## config.mk

```make
export PLATFORM = sky130hd
export DESIGN_NAME = api_transmit_frame_builder
export DESIGN_NICKNAME = d
export VERILOG_FILES = /design/src/hdl/atfb_pkg.sv /design/src/hdl/atfb_byte_sel.sv /design/src/hdl/api_transmit_frame_builder.sv
export SDC_FILE = /design/constraint.sdc
export NUM_CORES = 1
export LEC_CHECK = 0
export BUFFER_PORTS_ARGS = -buffer_cell sky130_fd_sc_hd__clkbuf_2
export CAP_MARGIN = 20
export CORE_ASPECT_RATIO = 0.8
export CORE_UTILIZATION = 53
export CTS_CLUSTER_DIAMETER = 150
export DETAILED_ROUTE_END_ITERATION = 10
export GPL_TIMING_DRIVEN = 0
export PLACE_DENSITY = 0.74
export SYNTH_ARGS = -nofsm -noshare
export SYNTH_HDL_FRONTEND = slang
export SYNTH_SLANG_ARGS = --single-unit
```

## constraint.sdc

```tcl
create_clock -name clk -period 7.6 [get_ports clk]
set_input_delay 0 -clock clk [delete_from_list [all_inputs] [get_ports clk]]
set_output_delay 0 -clock clk [all_outputs]
set_load 0.01 [all_outputs]
```

## src/hdl/atfb_pkg.sv

```systemverilog
// Package for the API transmit-request frame builder.
// Holds frame constants, byte-slot indexes and the register bank type.
// No dependencies.
package atfb_pkg;

	localparam int unsigned SLOT_W = 5;

	// Frame constants
	localparam logic [7:0] START_DELIM   = 8'h7E;
	localparam logic [7:0] LEN_OVERHEAD  = 8'd14;
	localparam logic [7:0] FRAME_TYPE_TX = 8'h10;
	localparam logic [7:0] FRAME_ID      = 8'h00;
	localparam logic [7:0] CSUM_BASE     = 8'hFF;

	// Register reset values
	localparam logic [63:0] DEST_LONG_RST  = 64'h0013_A200_4070_1BE8;
	localparam logic [15:0] DEST_SHORT_RST = 16'hFFFE;
	localparam logic [7:0]  RADIUS_RST     = 8'h00;
	localparam logic [7:0]  OPTIONS_RST    = 8'h00;

	// Register indexes
	localparam logic [1:0] REG_DEST_LONG  = 2'd0;
	localparam logic [1:0] REG_DEST_SHORT = 2'd1;
	localparam logic [1:0] REG_RADIUS     = 2'd2;
	localparam logic [1:0] REG_OPTIONS    = 2'd3;

	// Byte slots of one frame; a payload byte inside a frame starts at SLOT_DATA
	localparam logic [SLOT_W-1:0] SLOT_START     = 5'd0;
	localparam logic [SLOT_W-1:0] SLOT_LEN_HI    = 5'd1;
	localparam logic [SLOT_W-1:0] SLOT_LEN_LO    = 5'd2;
	localparam logic [SLOT_W-1:0] SLOT_TYPE      = 5'd3;
	localparam logic [SLOT_W-1:0] SLOT_ID        = 5'd4;
	localparam logic [SLOT_W-1:0] SLOT_LONG_0    = 5'd5;
	localparam logic [SLOT_W-1:0] SLOT_LONG_1    = 5'd6;
	localparam logic [SLOT_W-1:0] SLOT_LONG_2    = 5'd7;
	localparam logic [SLOT_W-1:0] SLOT_LONG_3    = 5'd8;
	localparam logic [SLOT_W-1:0] SLOT_LONG_4    = 5'd9;
	localparam logic [SLOT_W-1:0] SLOT_LONG_5    = 5'd10;
	localparam logic [SLOT_W-1:0] SLOT_LONG_6    = 5'd11;
	localparam logic [SLOT_W-1:0] SLOT_LONG_7    = 5'd12;
	localparam logic [SLOT_W-1:0] SLOT_SHORT_HI  = 5'd13;
	localparam logic [SLOT_W-1:0] SLOT_SHORT_LO  = 5'd14;
	localparam logic [SLOT_W-1:0] SLOT_RADIUS    = 5'd15;
	localparam logic [SLOT_W-1:0] SLOT_OPTIONS   = 5'd16;
	localparam logic [SLOT_W-1:0] SLOT_DATA      = 5'd17;
	localparam logic [SLOT_W-1:0] SLOT_CSUM      = 5'd18;

	typedef struct packed {
		logic [63:0] dest_long;
		logic [15:0] dest_short;
		logic [7:0]  radius;
		logic [7:0]  options;
	} atfb_cfg_t;

endpackage

```

## src/hdl/atfb_byte_sel.sv

```systemverilog
// Byte selector of the frame builder: picks the frame byte for one slot.
// Depends on atfb_pkg.
module atfb_byte_sel import atfb_pkg::*; (
	input  logic [SLOT_W-1:0] slot,
	input  atfb_cfg_t         cfg,
	input  logic [7:0]        plen,
	input  logic [7:0]        data,
	input  logic [7:0]        sum,
	output logic [7:0]        frame_byte,
	output logic              summed
);

	logic [8:0] flen;

	// Length field counts the payload plus the fixed header part after the length
	assign flen = {1'b0, plen} + {1'b0, LEN_OVERHEAD};

	always_comb begin
		frame_byte = 8'h00;
		summed     = 1'b1;
		unique case (slot)
			SLOT_START: begin
				frame_byte = START_DELIM;
				summed     = 1'b0;
			end
			SLOT_LEN_HI: begin
				frame_byte = {7'b0, flen[8]};
				summed     = 1'b0;
			end
			SLOT_LEN_LO: begin
				frame_byte = flen[7:0];
				summed     = 1'b0;
			end
			SLOT_TYPE:     frame_byte = FRAME_TYPE_TX;
			SLOT_ID:       frame_byte = FRAME_ID;
			SLOT_LONG_0:   frame_byte = cfg.dest_long[63:56];
			SLOT_LONG_1:   frame_byte = cfg.dest_long[55:48];
			SLOT_LONG_2:   frame_byte = cfg.dest_long[47:40];
			SLOT_LONG_3:   frame_byte = cfg.dest_long[39:32];
			SLOT_LONG_4:   frame_byte = cfg.dest_long[31:24];
			SLOT_LONG_5:   frame_byte = cfg.dest_long[23:16];
			SLOT_LONG_6:   frame_byte = cfg.dest_long[15:8];
			SLOT_LONG_7:   frame_byte = cfg.dest_long[7:0];
			SLOT_SHORT_HI: frame_byte = cfg.dest_short[15:8];
			SLOT_SHORT_LO: frame_byte = cfg.dest_short[7:0];
			SLOT_RADIUS:   frame_byte = cfg.radius;
			SLOT_OPTIONS:  frame_byte = cfg.options;
			SLOT_DATA:     frame_byte = data;
			SLOT_CSUM: begin
				frame_byte = CSUM_BASE - sum;
				summed     = 1'b0;
			end
			default: begin
				frame_byte = 8'h00;
				summed     = 1'b0;
			end
		endcase
	end

endmodule

```

## src/hdl/api_transmit_frame_builder.sv

```systemverilog
// API transmit-request frame builder, top level. Depends on atfb_pkg, atfb_byte_sel.
// An accepted item is registered in the hold stage, then its bytes pass through the output register.
// Throughput: one output byte per cycle while out_ready is high; the first item of a frame
// emits the full header before its data byte, later items only their data byte, and the
// last item also the checksum byte. The single output byte register sets this rate.
// Reset (arst_n low, asynchronous) clears the frame state and loads register defaults.
module api_transmit_frame_builder import atfb_pkg::*; (
	input  logic        clk,
	input  logic        arst_n,
	input  logic        in_valid,
	output logic        in_ready,
	input  logic [7:0]  payload_byte,
	input  logic [7:0]  payload_length,
	output logic        out_valid,
	input  logic        out_ready,
	output logic [7:0]  frame_byte,
	output logic        frame_end,
	input  logic        cfg_we,
	input  logic [1:0]  cfg_index,
	input  logic [63:0] cfg_wdata
);

	atfb_cfg_t         cfg_q;

	logic              hold_valid_q;
	logic [7:0]        hold_byte_q;
	logic [7:0]        hold_len_q;
	logic [SLOT_W-1:0] hold_slot_q;
	logic              hold_hdr_q;

	logic              in_frame_q;
	logic [7:0]        remain_q;
	logic [7:0]        sum_q;

	logic              out_valid_q;
	logic [7:0]        frame_byte_q;
	logic              frame_end_q;

	logic              load_out;
	logic              item_last;
	logic              accept;
	logic [7:0]        plen_eff;
	logic [7:0]        remain_d;
	logic              in_frame_d;
	logic [7:0]        sel_byte;
	logic              sel_summed;

	// Register bank
	always_ff @(posedge clk or negedge arst_n) begin
		if (!arst_n) begin
			cfg_q.dest_long  <= DEST_LONG_RST;
			cfg_q.dest_short <= DEST_SHORT_RST;
			cfg_q.radius     <= RADIUS_RST;
			cfg_q.options    <= OPTIONS_RST;
		end else if (cfg_we) begin
			unique case (cfg_index)
				REG_DEST_LONG:  cfg_q.dest_long  <= cfg_wdata;
				REG_DEST_SHORT: cfg_q.dest_short <= cfg_wdata[15:0];
				REG_RADIUS:     cfg_q.radius     <= cfg_wdata[7:0];
				REG_OPTIONS:    cfg_q.options    <= cfg_wdata[7:0];
				default: ;
			endcase
		end
	end

	// Pick the byte for the current slot
	assign plen_eff = (hold_len_q == 8'd0) ? 8'd1 : hold_len_q;

	atfb_byte_sel u_sel (
		.slot       (hold_slot_q),
		.cfg        (cfg_q),
		.plen       (plen_eff),
		.data       (hold_byte_q),
		.sum        (sum_q),
		.frame_byte (sel_byte),
		.summed     (sel_summed)
	);

	// Advance when the output register is free or being drained
	assign load_out  = hold_valid_q && (!out_valid_q || out_ready);
	assign remain_d  = (hold_hdr_q ? plen_eff : remain_q) - 8'd1;
	assign item_last = (hold_slot_q == SLOT_CSUM) ||
		((hold_slot_q == SLOT_DATA) && (remain_d != 8'd0));
	assign in_ready  = !hold_valid_q || (load_out && item_last);
	assign accept    = in_valid && in_ready;

	// Frame state after this cycle
	always_comb begin
		in_frame_d = in_frame_q;
		if (load_out && (hold_slot_q == SLOT_DATA)) begin
			in_frame_d = (remain_d != 8'd0);
		end
	end

	// Hold the accepted item and step through its slots
	always_ff @(posedge clk or negedge arst_n) begin
		if (!arst_n) begin
			hold_valid_q <= 1'b0;
			hold_slot_q  <= SLOT_START;
			hold_hdr_q   <= 1'b0;
		end else if (accept) begin
			hold_valid_q <= 1'b1;
			hold_slot_q  <= in_frame_d ? SLOT_DATA : SLOT_START;
			hold_hdr_q   <= !in_frame_d;
		end else if (load_out && item_last) begin
			hold_valid_q <= 1'b0;
		end else if (load_out) begin
			hold_slot_q  <= hold_slot_q + 5'd1;
		end
	end

	always_ff @(posedge clk) begin
		if (accept) begin
			hold_byte_q <= payload_byte;
			hold_len_q  <= payload_length;
		end
	end

	// Frame state: open flag, bytes left, running checksum
	always_ff @(posedge clk or negedge arst_n) begin
		if (!arst_n) begin
			in_frame_q <= 1'b0;
			remain_q   <= 8'd0;
			sum_q      <= 8'd0;
		end else begin
			in_frame_q <= in_frame_d;
			if (load_out) begin
				if (hold_slot_q == SLOT_DATA) begin
					remain_q <= remain_d;
				end
				if (hold_slot_q == SLOT_START || hold_slot_q == SLOT_CSUM) begin
					sum_q <= 8'd0;
				end else if (sel_summed) begin
					sum_q <= sum_q + sel_byte;
				end
			end
		end
	end

	// Output register
	always_ff @(posedge clk or negedge arst_n) begin
		if (!arst_n) begin
			out_valid_q <= 1'b0;
		end else if (load_out) begin
			out_valid_q <= 1'b1;
		end else if (out_ready) begin
			out_valid_q <= 1'b0;
		end
	end

	always_ff @(posedge clk) begin
		if (load_out) begin
			frame_byte_q <= sel_byte;
			frame_end_q  <= (hold_slot_q == SLOT_CSUM);
		end
	end

	assign out_valid  = out_valid_q;
	assign frame_byte = frame_byte_q;
	assign frame_end  = frame_end_q;

	// Checks
	a_slot_range: assert property (@(posedge clk) disable iff (!arst_n)
		hold_valid_q |-> (hold_slot_q <= SLOT_CSUM))
		else $error("slot index past checksum");

	a_ready_idle: assert property (@(posedge clk) disable iff (!arst_n)
		!hold_valid_q |-> in_ready)
		else $error("not ready while holding no item");

	a_close_frame: assert property (@(posedge clk) disable iff (!arst_n)
		(load_out && (hold_slot_q == SLOT_CSUM)) |=> !in_frame_q)
		else $error("frame still open after checksum");

	a_mid_frame_start: assert property (@(posedge clk) disable iff (!arst_n)
		(accept && in_frame_d) |=> (hold_slot_q == SLOT_DATA && !hold_hdr_q))
		else $error("item inside a frame did not start at data slot");

endmodule

```

Word-level counts from Yosys, hierarchy flattened
Cells that the tools add are included.
W data, S select, Z words.

word-level totals
  register bits = 146
  input bits = 87

operators by class
  muxes and demuxes = 15
  equal/unequal tests = 22
  add/subtract/negate cells = 5
  reductions and logical operators = 28

operators with widths
  cell                   number
  $pmux W8 S18           1
  $eq A5 B4 Y1 const B   8
  $mux W8                4
  $eq A5 B3 Y1 const B   4
  $mux W5                4
  $eq A5 B5 Y1 const B   3
  $reduce_or A15 Y1      1
  $reduce_and A2 Y1      7
  $eq A5 B2 Y1 const B   2
  $add A8 B4 Y9 const B  1
  $add A8 B8 Y8          1
  $logic_not A8 Y1       1
  $reduce_bool A2 Y1     4
  $reduce_bool A8 Y1     1
  $sub A8 B1 Y8 const B  1
  $sub A8 B8 Y8 const A  1
  $mux W1                6
  $add A5 B1 Y5 const B  1
  $eq A5 B1 Y1 const B   1
  $logic_and A1 B1 Y1    5
  $logic_not A5 Y1       1
  $eq A2 B2 Y1 const B   2
  $logic_or A1 B1 Y1     4
  $logic_not A1 Y1       3
  other kinds (3)        3

Logic depth before layout (Yosys ltp)
  depth after elaboration = 12
  depth in mapped cells = 17

Cells and area by module
Synthesis repeated with hierarchy kept, for this count alone.

second synthesis, totals
  cell total of the unflattened synthesis = 656
  area, all modules = 7687.4 sq um

by module, submodules not included
  module                      times used  cells an instance  area an instance (sq um)
  api_transmit_frame_builder  1           467                6337.3
  atfb_byte_sel               1           189                1350.0

Worst setup path after synthesis
Ideal clock, no wire load.

  path kind = reg2reg
  from = register hold_slot_q[1]
  to = register sum_q[7]
  arrival = 3.462 ns
  buffers on the path = 1
  slack = 4.055 ns
  cell stages (with the launch flop) = 16
  cell sequence = dfrtp_1 -> inv_1 -> ha_1 -> nor4bb_1 -> clkbuf_1 -> a22oi_1 -> and3_1 -> nand3_1 -> ha_1 -> a21o_1 -> a211oi_1 -> nor2_1 -> o41ai_1 -> xor2_1 -> or4_1 -> o21ai_0

on the way
  cells in the longest elaborated chain, start to end = 5
  elaborated cells between the ends (all ways) = 28

ends and longest elaborated chain
  item                                  line                               RTL
  from (decl)                           api_transmit_frame_builder.sv:28   logic [SLOT_W-1:0] hold_slot_q;
  from (signal assigned)                api_transmit_frame_builder.sv:103  hold_slot_q <= in_frame_d ? SLOT_DATA : SLOT_START;
  from (signal assigned)                api_transmit_frame_builder.sv:108  hold_slot_q <= hold_slot_q + 5'd1;
  $eq A5 B5 Y1 (tied with other cells)  atfb_byte_sel.sv:21                unique case (slot)
  $pmux W8 S18 *                        atfb_byte_sel.sv:21
  via sel_byte[1]                       api_transmit_frame_builder.sv:45   logic [7:0] sel_byte;
  $add A8 B8 Y8 *                       api_transmit_frame_builder.sv:134  sum_q <= sum_q + sel_byte;
  $mux W8 *                             api_transmit_frame_builder.sv:133  end else if (sel_summed) begin
  $mux W8 *                             api_transmit_frame_builder.sv:131  if (hold_slot_q == SLOT_START || hold_slot_q == SLOT_CSUM) begin
  to (signal assigned)                  api_transmit_frame_builder.sv:134
  to (decl)                             api_transmit_frame_builder.sv:33   logic [7:0] sum_q;

The timed path passes the listed nets; every way through them passes the cells marked *. The select of a mux whose other input is x is not followed.
A chain may end at the register's enable or synchronous reset.

Worst setup path in the final report
Ends and elaborated chain as after synthesis.

==> results.py <==
metrics = {
    "clocking": {
        "cts_inserted_buffers": 17,
        "clkLatencyLatePin_ns": 0.44,
        "cts_resized": 0,
        "postCtsSetupRepairBufs": 0,
        "root_buffer": "clkbuf_16",
        "cts_tree": "done",
        "cts_buffer_depth": 2,
        "cts_hold_buf": 83,
        "cts_sinks": 146,
        "htree_num_levels": 4,
        "clk_pin_slew_worst_paths_ns": 0.06,
    },
    "sta": {
        "fin_crit_sh_pct": 65.2,
        "rsz0062_at_grt": "false",
        "slew_violations": 0,
        "hold_viol": 0,
        "finalSetupViolCount": 0,
        "max_freq_ghz": 0.202,
        "skew_ns": 0.0130,
        "tightest_slew_ns": 1.10,
        "whs_ns": 0.0351,
        "period_minus_slack_ns": 4.95,
        "setup_tns_ns": 0,
        "relSlewSlack_pct": 26.7,
    },
    "place": {
        "hpwl_um": 13800,
        "numPortBuffers": 97,
        "placed_area_mm2": 0.00795,
        "place_congestion": 0.950,
    },
    "yosys": {
        "syn_nets": 695,
        "synth_seq_area_share_pct": 53.0,
        "synth_area_mm2": 0.00720,
        "synth_edf_count": 25,
        "async_flop_share_pct": 82.9,
        "postSynthAreaPerCell_um2": 12.1,
        "synth-xor-area-share_pct": 2.19,
        "synthMuxAreaShare_pct": 16.3,
        "synthSimpleGateAreaFrac_pct": 9.85,
        "synth_adder_area_share_pct": 2.71,
        "synth_compound_area_share_pct": 13.0,
        "synth_top_family_by_area": "multiplexers",
        "ys_warn_count": 0,
        "synth.distinct_cells": 66,
        "ys.flop_type": "dfrtp_1",
        "postSynthCellCount": 593,
        "synth-seq-cells": 146,
    },
    "worst_setup_path": {
        "r2r-end": "sum_q[7]",
        "required_ns": 7.94,
        "regToRegSetupSlack_ns": 2.65,
        "crit_type": "reg -> reg",
        "critPathArrivalTime_ns": 5.29,
        "r2r_start": "hold_slot_q[1]",
        "reg2reg_depth": 16,
        "crit_fanout": 10,
        "crit_path_start_kind": "register",
        "crit_path_end_kind": "register",
    },
    "global_route": {
        "grt_pass1_vias": 6059,
        "antenna_found_initial": 0,
        "grt_pass1_wl_um": 32900,
        "grt_max_degree": 86,
        "grt_usage_pct": 31.5,
        "grt_overflow": 0,
    },
    "cells_and_area": {
        "drive_gt1_share_pct": 34.6,
        "fin_area_mm2": 0.00940,
        "area_growth_pct": 30.5,
        "nets": 896,
        "antenna_cells": 0,
    },
    "detailed_routing": {
        "drtPass1Iterations": 5,
        "wire_per_inst_um": 21.6,
        "vias": 5979,
        "vias_per_cell": 6.09,
        "drt_iter0_drc": 631,
        "drc": 0,
        "drt_wl_total_um": 21200,
        "drtAntennaViolNets": 0,
    },
    "power_and_ir_drop": {
        "finalPower_mw": 3.29,
        "ir_drop_mv": 0.203,
        "powerDensity_mw_per_mm2": 350,
        "p_leak_nw": 3.98,
    },
    "die": {
        "io_pins": 98,
        "die_w_um": 132,
        "initial_core_util_pct": 55.2,
        "die_area_mm2": 0.0141,
        "core_area_mm2": 0.0131,
        "die_h_um": 106,
        "fp-row-count": 37,
    },
    "hold_path": {
        "hp-class": "in -> async",
    },
    "status": {
        "outcome": "finished, final reports clean",
    },
    "job": {
        "max_cap_violations": 0,
    },
}
placed cells by master (no fill, tap or decap), drive strengths merged, types with 16 or more instances in the layout:
cell type,instances
edfxtp,25
dlygate4sd3,83
nand2,35
dfrtp,88
clkbuf,141
a22oi,26
dfstp,33
nor2,27
mux2,98
inv,21
o21ai,24
a21oi,16
kinds of logic after synthesis:
family                   count (synthesis)
flip-flops                             146
AND/OR/NAND/NOR                        131
buffers and inverters                   50
adder cells (fa/ha/maj)                 15
XOR/XNOR                                18
multiplexers                           105
AO/OA/AOI/OAI                          128
metal layers:
| layer | track usage [%] | vias up | part of all wire [%] |
|---|---|---|---|
| met5 | 0 | - | 0 |
| met4 | 13.6 | 0 | 2.9 |
| met3 | 6.44 | 60 | 6.5 |
| met2 | 49.1 | 274 | 47 |
| met1 | 42.8 | 3012 | 44 |
| li1 | - | 2633 | - |
sequential cells by signal, indices dropped and copies added, names as in the netlist:
name and cells:
in_frame_q 1, hold_slot_q 5, out_valid 1, remain_q 8
sum_q 8, frame_byte 8, hold_hdr_q 1, hold_len_q 8
hold_byte_q 8, cfg_q 96, frame_end 1, hold_valid_q 1
cells in the mapped netlist (4+ instances only):
cell type | number | area share [%]
a21o_1 | 4 | 0.42
a21oi_1 | 16 | 1.1
a221oi_1 | 14 | 1.7
a222oi_1 | 4 | 0.56
a22o_1 | 6 | 0.73
a22oi_1 | 26 | 2.7
and3_1 | 5 | 0.43
buf_1 | 4 | 0.21
buf_2 | 4 | 0.28
clkbuf_1 | 24 | 1.3
dfrtp_1 | 88 | 31
dfstp_2 | 33 | 12
edfxtp_1 | 25 | 10
ha_1 | 14 | 2.4
inv_1 | 14 | 0.73
mux2_2 | 97 | 15
mux2i_1 | 7 | 0.97
nand2_1 | 35 | 1.8
nand3_1 | 11 | 0.76
nand4_1 | 6 | 0.52
nor2_1 | 27 | 1.4
nor3_1 | 10 | 0.69
nor4bb_1 | 9 | 1.3
o21ai_0 | 23 | 1.6
o31ai_1 | 8 | 0.83
or2_2 | 4 | 0.35
xnor2_1 | 9 | 1.1
xor2_1 | 9 | 1.1
how the worst max path moves through the flow:
stage              startpoint       end  slack (ns)
6_report       hold_slot_q[1]  sum_q[7]        2.65
5_1_grt        hold_slot_q[1]  sum_q[7]        2.59
4_1_cts        hold_slot_q[1]  sum_q[7]        2.56
3_5_place_dp   hold_slot_q[1]  sum_q[7]        2.61
3_3_place_gp   hold_slot_q[1]  sum_q[7]        2.73
2_1_floorplan  hold_slot_q[1]  sum_q[7]        4.06
report_power, final:
group / switching, mW / internal, mW
sequential: 0.132 / 1.02
combinational: 0.714 / 0.533
clock: 0.371 / 0.514
critical path: stages, from the launching register on:
cell	delay, ns
dfrtp_1	0.44
inv_1	0.14
ha_1	0.31
nor4bb_1	0.57
clkbuf_2	0.27
clkbuf_1	0.61
a22oi_1	0.23
and3_1	0.25
nand3_1	0.18
ha_1	0.27
a21o_1	0.17
a211oi_1	0.25
nor2_1	0.10
o41ai_1	0.37
xor2_1	0.16
or4_1	0.43
o21ai_0	0.11
layout make-up:
class	instances	area, um^2
buffer	35	153
clock inverter	14	169
multi-input combinational	397	3180
fill	895	3650
clock buffer	18	450
inverter	15	56.3
timing repair buffer	182	1360
tap	175	219
sequential	146	3820
through the flow:
| stage | worst slack [ns] | cells | utilization (%) |
|---|---|---|---|
| after global routing | 2.59 | 982 | 72.0 |
| after global placement | 2.73 | 865 | 60.6 |
| final | 2.65 | 982 | 72.0 |
| after floorplan | 4.06 | 593 | - |
| after detailed placement | 2.61 | 866 | 60.9 |
| after CTS | 2.56 | 981 | 72.0 |
(Power assumes the default switching activity.)
